`config.mk`:
```
export PLATFORM = sky130hd
export DESIGN_NAME = ambient_temp_convert_ice_warn
export DESIGN_NICKNAME = d
export VERILOG_FILES = /design/src/atc_pkg.sv /design/src/atc_regs.sv /design/src/ambient_temp_convert_ice_warn.sv
export SDC_FILE = /design/constraint.sdc
export NUM_CORES = 2
export LEC_CHECK = 0
export BUFFER_PORTS_ARGS = -buffer_cell sky130_fd_sc_hd__buf_2
export CORE_ASPECT_RATIO = 1.5
export CORE_MARGIN = 3
export CORE_UTILIZATION = 45
export DETAILED_ROUTE_END_ITERATION = 8
export SYNTH_ARGS = -nofsm -noshare
export SYNTH_HDL_FRONTEND = slang
export SYNTH_SLANG_ARGS = --single-unit
```
`constraint.sdc`:
```
create_clock -name aclk -period 18.4 [get_ports aclk]
set_clock_uncertainty 0.2 [all_clocks]
set_input_delay 1.84 -clock aclk [delete_from_list [all_inputs] [get_ports aclk]]
set_output_delay 1.84 -clock aclk [all_outputs]
set_load 0.01 [all_outputs]
```
`src/atc_pkg.sv`:
```
// Package for the ambient temperature converter: register map, configuration
// struct, stream widths and the constant-divide helpers for the display values.
// No dependencies.
package atc_pkg;

    // Temperature encoding.
    localparam logic [15:0] UNKNOWN_TEMP = 16'hFFFF;
    localparam logic [15:0] TEMP_OFFSET  = 16'd4000;
    localparam logic [15:0] ROUND_BELOW  = 16'd49;
    localparam logic [15:0] ROUND_ABOVE  = 16'd50;
    localparam logic [15:0] ROUND_SAT    = UNKNOWN_TEMP - ROUND_ABOVE;

    // Reciprocal for floor(t / 100) with t below 2**16: (t * M) >> 24 is exact.
    localparam int          DIV100_SHIFT = 24;
    localparam logic [17:0] DIV100_MUL   = 18'd167773;

    // Reciprocal for floor(x / 5) with x below 2**20: (x * M) >> 22 is exact.
    localparam int          DIV5_SHIFT   = 22;
    localparam logic [19:0] DIV5_MUL     = 20'd838861;

    // Stream widths.
    localparam int IN_DATA_W  = 40;
    localparam int OUT_DATA_W = 72;

    // Register map, one word per register at byte address 4 * index.
    localparam int APB_ADDR_W = 5;

    typedef enum logic [2:0] {
        REG_SENSOR_SOURCE   = 3'd0,
        REG_DISPLAY_UNIT    = 3'd1,
        REG_ICE_HIGH_C      = 3'd2,
        REG_ICE_LOW_C       = 3'd3,
        REG_ICE_HIGH_F      = 3'd4,
        REG_ICE_LOW_F       = 3'd5,
        REG_MOVING_HIGH     = 3'd6,
        REG_MOVING_LOW      = 3'd7
    } atc_reg_idx_t;

    typedef struct packed {
        logic        sensor_source;
        logic        display_unit;
        logic [15:0] ice_high_celsius;
        logic [15:0] ice_low_celsius;
        logic [15:0] ice_high_fahrenheit;
        logic [15:0] ice_low_fahrenheit;
        logic [15:0] moving_speed_high;
        logic [15:0] moving_speed_low;
    } atc_cfg_t;

    // Truncate to a whole degree: floor(t / 100) * 100.
    function automatic logic [15:0] atc_trunc100(input logic [15:0] t);
        logic [33:0] prod;
        logic [9:0]  q;
        prod = 34'(t) * 34'(DIV100_MUL);
        q    = prod[DIV100_SHIFT +: 10];
        return 16'({q, 6'b0}) + 16'({q, 5'b0}) + 16'({q, 2'b0});
    endfunction

    // Round to a whole degree: 49 is added below the offset and 50 at or above it,
    // the top of the range saturates, and unknown stays unknown.
    function automatic logic [15:0] atc_round_disp(input logic [15:0] v);
        logic [15:0] t;
        if (v == UNKNOWN_TEMP) begin
            return UNKNOWN_TEMP;
        end
        if (v < TEMP_OFFSET) begin
            t = v + ROUND_BELOW;
        end else if (v < ROUND_SAT) begin
            t = v + ROUND_ABOVE;
        end else begin
            t = UNKNOWN_TEMP;
        end
        return atc_trunc100(t);
    endfunction

    // Fahrenheit in offset form: floor(c * 18 / 10) = floor(c * 9 / 5).
    function automatic logic [15:0] atc_fahr(input logic [15:0] c);
        logic [19:0] nine_c;
        logic [39:0] prod;
        logic [17:0] q;
        nine_c = 20'({c, 3'b0}) + 20'(c);
        prod   = 40'(nine_c) * 40'(DIV5_MUL);
        q      = prod[DIV5_SHIFT +: 18];
        if (c == UNKNOWN_TEMP || q >= 18'(UNKNOWN_TEMP)) begin
            return UNKNOWN_TEMP;
        end
        return q[15:0];
    endfunction

endpackage

```
`src/atc_regs.sv`:
```
// Configuration register file behind the APB-style port.
// Depends on atc_pkg for the register map and the configuration struct.
module atc_regs
    import atc_pkg::*;
(
    input  logic                  aclk,
    input  logic                  aresetn,
    input  logic                  psel,
    input  logic                  penable,
    input  logic                  pwrite,
    input  logic [APB_ADDR_W-1:0] paddr,
    input  logic [31:0]           pwdata,
    output logic [31:0]           prdata,
    output atc_cfg_t              cfg
);

    atc_cfg_t     cfg_reg;
    atc_reg_idx_t idx;
    logic         wr_en;

    assign idx   = atc_reg_idx_t'(paddr[APB_ADDR_W-1:2]);
    assign wr_en = psel && penable && pwrite;
    assign cfg   = cfg_reg;

    // Register writes happen in the access phase of a write transfer.
    always_ff @(posedge aclk) begin
        if (!aresetn) begin
            cfg_reg.sensor_source       <= 1'b1;
            cfg_reg.display_unit        <= 1'b0;
            cfg_reg.ice_high_celsius    <= 16'd4500;
            cfg_reg.ice_low_celsius     <= 16'd4300;
            cfg_reg.ice_high_fahrenheit <= 16'd8100;
            cfg_reg.ice_low_fahrenheit  <= 16'd7700;
            cfg_reg.moving_speed_high   <= 16'd500;
            cfg_reg.moving_speed_low    <= 16'd400;
        end else if (wr_en) begin
            unique case (idx)
                REG_SENSOR_SOURCE: cfg_reg.sensor_source       <= pwdata[0];
                REG_DISPLAY_UNIT:  cfg_reg.display_unit        <= pwdata[0];
                REG_ICE_HIGH_C:    cfg_reg.ice_high_celsius    <= pwdata[15:0];
                REG_ICE_LOW_C:     cfg_reg.ice_low_celsius     <= pwdata[15:0];
                REG_ICE_HIGH_F:    cfg_reg.ice_high_fahrenheit <= pwdata[15:0];
                REG_ICE_LOW_F:     cfg_reg.ice_low_fahrenheit  <= pwdata[15:0];
                REG_MOVING_HIGH:   cfg_reg.moving_speed_high   <= pwdata[15:0];
                REG_MOVING_LOW:    cfg_reg.moving_speed_low    <= pwdata[15:0];
            endcase
        end
    end

    // Read data returns the addressed register, zero extended.
    always_comb begin
        unique case (idx)
            REG_SENSOR_SOURCE: prdata = 32'(cfg_reg.sensor_source);
            REG_DISPLAY_UNIT:  prdata = 32'(cfg_reg.display_unit);
            REG_ICE_HIGH_C:    prdata = 32'(cfg_reg.ice_high_celsius);
            REG_ICE_LOW_C:     prdata = 32'(cfg_reg.ice_low_celsius);
            REG_ICE_HIGH_F:    prdata = 32'(cfg_reg.ice_high_fahrenheit);
            REG_ICE_LOW_F:     prdata = 32'(cfg_reg.ice_low_fahrenheit);
            REG_MOVING_HIGH:   prdata = 32'(cfg_reg.moving_speed_high);
            REG_MOVING_LOW:    prdata = 32'(cfg_reg.moving_speed_low);
        endcase
    end

endmodule

```
`src/ambient_temp_convert_ice_warn.sv`:
```
// Top level of the ambient temperature converter with ice and icy-road warnings.
// Depends on atc_pkg and atc_regs.
//
//   Channel   Direction  Handshake             Payload
//   s_axis    in         s_tvalid / s_tready   s_tdata, 40 bits
//   m_axis    out        m_tvalid / m_tready   m_tdata, 72 bits
//   apb       in         psel / penable        paddr, pwdata, prdata
//
// One item per cycle unless m_tready stalls it; an item passes three registers.
// The three registers are the input register, a stage holding the Fahrenheit value
// and the Celsius display, and the result register, which takes the Fahrenheit
// display and the updated moving and ice flags.
// Reset is synchronous and active low; it clears the stage valids and flags.
// A stalled result holds the output register; earlier stages keep accepting
// until they fill, so s_tready depends combinationally on m_tready.
module ambient_temp_convert_ice_warn
    import atc_pkg::*;
(
    input  logic                  aclk,
    input  logic                  aresetn,
    // Fields from bit 0: sensor_status[1:0], celsius_offset[17:2],
    // distance_mode_on[18], speed_valid[19], vehicle_speed[35:20], zero pad.
    input  logic [IN_DATA_W-1:0]  s_tdata,
    input  logic                  s_tvalid,
    output logic                  s_tready,
    // Fields from bit 0: status[1:0], celsius_instant[17:2],
    // fahrenheit_instant[33:18], celsius_display[49:34], fahrenheit_display[65:50],
    // ice_warn_celsius[66], ice_warn_fahrenheit[67], icy_road_celsius[68],
    // icy_road_fahrenheit[69], ice_warn_selected[70], icy_road_selected[71].
    output logic [OUT_DATA_W-1:0] m_tdata,
    output logic                  m_tvalid,
    input  logic                  m_tready,
    input  logic                  psel,
    input  logic                  penable,
    input  logic                  pwrite,
    input  logic [APB_ADDR_W-1:0] paddr,
    input  logic [31:0]           pwdata,
    output logic [31:0]           prdata,
    output logic                  pready
);

    atc_cfg_t cfg;

    atc_regs u_regs (
        .aclk    (aclk),
        .aresetn (aresetn),
        .psel    (psel),
        .penable (penable),
        .pwrite  (pwrite),
        .paddr   (paddr),
        .pwdata  (pwdata),
        .prdata  (prdata),
        .cfg     (cfg)
    );

    assign pready = 1'b1;

    // Stage registers.
    logic        s1_valid_reg;
    logic [35:0] s1_data_reg;
    logic        s2_valid_reg;
    logic [1:0]  s2_status_reg;
    logic [15:0] s2_cel_reg;
    logic [15:0] s2_fah_reg;
    logic [15:0] s2_cdsp_reg;
    logic        s2_mode_reg;
    logic        s2_spd_ok_reg;
    logic [15:0] s2_spd_reg;
    logic                  m_valid_reg;
    logic [OUT_DATA_W-1:0] m_data_reg;

    // Warning state.
    logic moving_reg, moving_next;
    logic ice_c_reg, ice_c_next;
    logic ice_f_reg, ice_f_next;

    logic out_free, s2_free, s1_free;

    // Each stage moves on when the next one is empty or moving on itself.
    assign out_free = !m_valid_reg || m_tready;
    assign s2_free  = !s2_valid_reg || out_free;
    assign s1_free  = !s1_valid_reg || s2_free;
    assign s_tready = s1_free;
    assign m_tvalid = m_valid_reg;
    assign m_tdata  = m_data_reg;

    // Stage 1 fields.
    logic [1:0]  s1_status;
    logic [15:0] s1_cel;
    logic [15:0] s1_cdsp;

    assign s1_status = s1_data_reg[1:0];
    assign s1_cel    = s1_data_reg[17:2];

    // Celsius display: bus sources truncate, analog sources round.
    always_comb begin
        if (s1_cel == UNKNOWN_TEMP) begin
            s1_cdsp = UNKNOWN_TEMP;
        end else if (!cfg.sensor_source) begin
            s1_cdsp = atc_trunc100(s1_cel);
        end else begin
            s1_cdsp = atc_round_disp(s1_cel);
        end
    end

    // Stage 2: Fahrenheit display and the flag updates.
    logic [15:0] s2_fdsp;
    logic        status_ok;
    logic        icy_c, icy_f;

    assign s2_fdsp   = atc_round_disp(s2_fah_reg);
    assign status_ok = (s2_status_reg == 2'd1);

    always_comb begin
        // Moving flag with speed hysteresis; the set test wins on overlap.
        moving_next = moving_reg;
        if (!s2_spd_ok_reg) begin
            moving_next = 1'b0;
        end else if (s2_spd_reg >= cfg.moving_speed_high) begin
            moving_next = 1'b1;
        end else if (s2_spd_reg <= cfg.moving_speed_low) begin
            moving_next = 1'b0;
        end

        // Ice flags with hysteresis; the clear test wins on overlap.
        ice_c_next = ice_c_reg;
        if (!status_ok || s2_cdsp_reg >= cfg.ice_high_celsius) begin
            ice_c_next = 1'b0;
        end else if (s2_cdsp_reg <= cfg.ice_low_celsius) begin
            ice_c_next = 1'b1;
        end

        ice_f_next = ice_f_reg;
        if (!status_ok || s2_fdsp >= cfg.ice_high_fahrenheit) begin
            ice_f_next = 1'b0;
        end else if (s2_fdsp <= cfg.ice_low_fahrenheit) begin
            ice_f_next = 1'b1;
        end
    end

    assign icy_c = s2_mode_reg && moving_next && ice_c_next;
    assign icy_f = s2_mode_reg && moving_next && ice_f_next;

    // Control registers: stage valids and warning state.
    always_ff @(posedge aclk) begin
        if (!aresetn) begin
            s1_valid_reg <= 1'b0;
            s2_valid_reg <= 1'b0;
            m_valid_reg  <= 1'b0;
            moving_reg   <= 1'b0;
            ice_c_reg    <= 1'b0;
            ice_f_reg    <= 1'b0;
        end else begin
            if (s1_free) begin
                s1_valid_reg <= s_tvalid;
            end
            if (s2_free) begin
                s2_valid_reg <= s1_valid_reg;
            end
            if (out_free) begin
                m_valid_reg <= s2_valid_reg;
            end
            if (out_free && s2_valid_reg) begin
                moving_reg <= moving_next;
                ice_c_reg  <= ice_c_next;
                ice_f_reg  <= ice_f_next;
            end
        end
    end

    // Payload registers.
    always_ff @(posedge aclk) begin
        if (s1_free) begin
            s1_data_reg <= s_tdata[35:0];
        end
        if (s2_free) begin
            s2_status_reg <= s1_status;
            s2_cel_reg    <= s1_cel;
            s2_fah_reg    <= atc_fahr(s1_cel);
            s2_cdsp_reg   <= s1_cdsp;
            s2_mode_reg   <= s1_data_reg[18];
            s2_spd_ok_reg <= s1_data_reg[19];
            s2_spd_reg    <= s1_data_reg[35:20];
        end
        if (out_free) begin
            m_data_reg <= {
                cfg.display_unit ? icy_f : icy_c,
                cfg.display_unit ? ice_f_next : ice_c_next,
                icy_f,
                icy_c,
                ice_f_next,
                ice_c_next,
                s2_fdsp,
                s2_cdsp_reg,
                s2_fah_reg,
                s2_cel_reg,
                s2_status_reg
            };
        end
    end

endmodule

```
==> reports/metrics.csv <==
metric,value,unit
die_h,359.9,microns
maxSlewViolCount,0,
viasPerCell,5.224,
tns,0,ns
hold_depth,0,
worstRegToRegCells,41,
status,finished clean,
cts_made_buffers,31,
drc,0,
numPortBuffers,151,
final_util,49.22,%
cap_violations,0,
first_pass_iters,5,
post_synth_num_cell_types,93,
cts_root_buffer,clkbuf_16,
antenna_found_initial,0,
vias,26173,
finalCriticalPeriod,12.34,ns
synth-seq-area-share,19.37,%
required,18.63,ns
clock_latency,0.61,ns
htreeDepth,1,
post-cts-setup-buffers,0,
std_cell_rows,129,
largest_reg_flops,98,
cp_slowest_stage_delay,0.78,ns
cp-end-kind,register,
synth-edff-count,173,
drt_wl_total,94950,microns
setup_viol,0,
grt_use_total,22.21,%
grt_max_degree,107,
drtAntennaViolNets,0,
placedCellCount,4952,
gp_congestion,0.9054,
chipWidth,241.9,microns
worstSetupPathType,register to register,
syn2layout_area_growth,8.280,%
tritoncts,done,
synth.avg_cell_area,10.10,sq um
yosysWarnings,0,
syn-instance-count,3720,
num_io_pins,191,
min-delay-path-class,register to register,
drt-initial-drc-count,1133,
core_area,82640,sq um
cp_slowest_cell,o21ai_0,
synth-seq-cells,277,
antennaDiodeCount,0,
post-route-period-util,67.06,%
critPathArrivalTime,12.57,ns
cts_buffer_depth,3,
syn_area,37560,sq um
synthFlopType,edfxtp_1,
initial_core_util,45.46,%
fmax,81.04,MHz
fp.dieArea,87050,sq um
grt_pass1_wl,152000,microns
ctsHoldBuffers,0,
startpoint_type,register,
relSlewSlack,27.44,%
wl_per_cell,18.95,microns
hpwl,80320,microns
worstMarginPinSlew,1.081,ns
cts_num_sinks,277,
ys_async_sr_fraction,0,%
rsz0062_at_grt,false,
ctsResizeCount,0,
nNetsFinal,5182,
finalHoldViolCount,0,
clk_pin_slew,0.07,ns
setup_ws,6.060,ns
grt_pass1_vias,27784,
pre_cts_slack,6.025,ns
drive_above_1_share,7.288,%
grt-ovfl-total,0,
cp_max_fo,11,
final_cells,5010,
-- worst max-delay path: cells and delay by family (launching register included) --
kind / cells / cell delay [ns]
buffers and inverters: 5 / 0.42
AND/OR/NAND/NOR: 8 / 2.43
adder cells (fa/ha/maj): 10 / 4.30
XOR/XNOR: 1 / 0.32
flip-flops: 1 / 0.53
AO/OA/AOI/OAI: 17 / 3.98
-- cell usage in the layout, fill, tap and decap left out, types with 21 or more instances in the layout --
cell,count
nand4_1,31
a21boi_0,72
fa_1,458
nor2b_1,21
o211ai_1,56
xor2_1,33
inv_1,824
nand3_1,61
buf_2,151
dfxtp_1,104
buf_4,28
mux2i_1,24
ha_1,768
clkbuf_16,31
nor3_1,24
edfxtp_1,173
nor2_1,82
nand2_1,309
a21o_1,77
a21oi_1,109
o21ai_0,87
xnor2_1,61
-- final timing paths --
kind,from,end,slack [ns]
hold reg to reg,s2_cel_reg[10]$_DFFE_PP_,m_tdata[12]$_DFFE_PN_,0.21
setup / recovery,s2_fah_reg[7]$_SDFFCE_PP1P_,m_tdata[71]$_DFFE_PN_,6.06
hold / removal,s2_cel_reg[10]$_DFFE_PP_,m_tdata[12]$_DFFE_PN_,0.21
setup reg to reg,s2_fah_reg[7]$_SDFFCE_PP1P_,m_tdata[71]$_DFFE_PN_,6.06
-- synth_stat cells (11+ instances only) --
master / count / area [sq um]
dfxtp_1: 104 / 2082
mux2i_1: 24 / 240.2
clkbuf_1: 51 / 191.4
buf_4: 20 / 150.1
inv_1: 825 / 3097
xnor2_1: 61 / 534.3
a211oi_1: 15 / 112.6
fa_1: 458 / 9169
a21oi_1: 109 / 545.5
o211ai_1: 56 / 420.4
or3_1: 11 / 68.82
nand2_1: 310 / 1164
edfxtp_1: 173 / 5195
nor3_1: 25 / 125.1
a31oi_1: 11 / 68.82
o21a_1: 16 / 120.1
nand4_1: 31 / 193.9
a21o_1: 77 / 578.1
nand3_1: 62 / 310.3
o21ai_0: 88 / 440.4
a21boi_0: 72 / 540.5
nor2_1: 85 / 319.1
ha_1: 768 / 9609
nor2b_1: 21 / 131.4
nand2b_1: 18 / 112.6
xor2_1: 33 / 289.0
-- through the flow --
stage                     hold slack (ns)  cell area, sq um
after floorplan                    0.2003             37620
after global placement             0.2022             39650
after detailed placement           0.2045             39650
after CTS                          0.2151             40680
after global routing               0.2233             40680
final                              0.2140             40680
-- layout make-up --
cell class,count,area (sq um)
fillers,7849,41960
multi-input cells,2558,26910
flip-flops and latches,277,7277
inverters,825,3098
well taps,1113,1393
repair buffers,179,965.9
clock buffers,37,818.3
clock inverters,21,209.0
-- routing by layer --
layer  routed length (microns)  track usage, %  up-vias
li1                          -               -    12610
met1                     36320           24.84    12833
met2                     50590           42.61      541
met3                      3043           1.781      189
met4                      5001           9.967        0
met5                         0               0        -
-- cell families after synthesis --
family	count (synthesis)	share of synthesized area [%]
AND/OR/NAND/NOR	620	7.558
adder cells (fa/ha/maj)	1226	49.99
buffers and inverters	900	9.196
other	2	0.01999
multiplexers	29	0.8560
XOR/XNOR	99	2.438
flip-flops	277	19.37
AO/OA/AOI/OAI	567	10.57
Power is not shown: default switching activity piles up to over one toggle a cycle in this logic, so the estimate is an artifact.
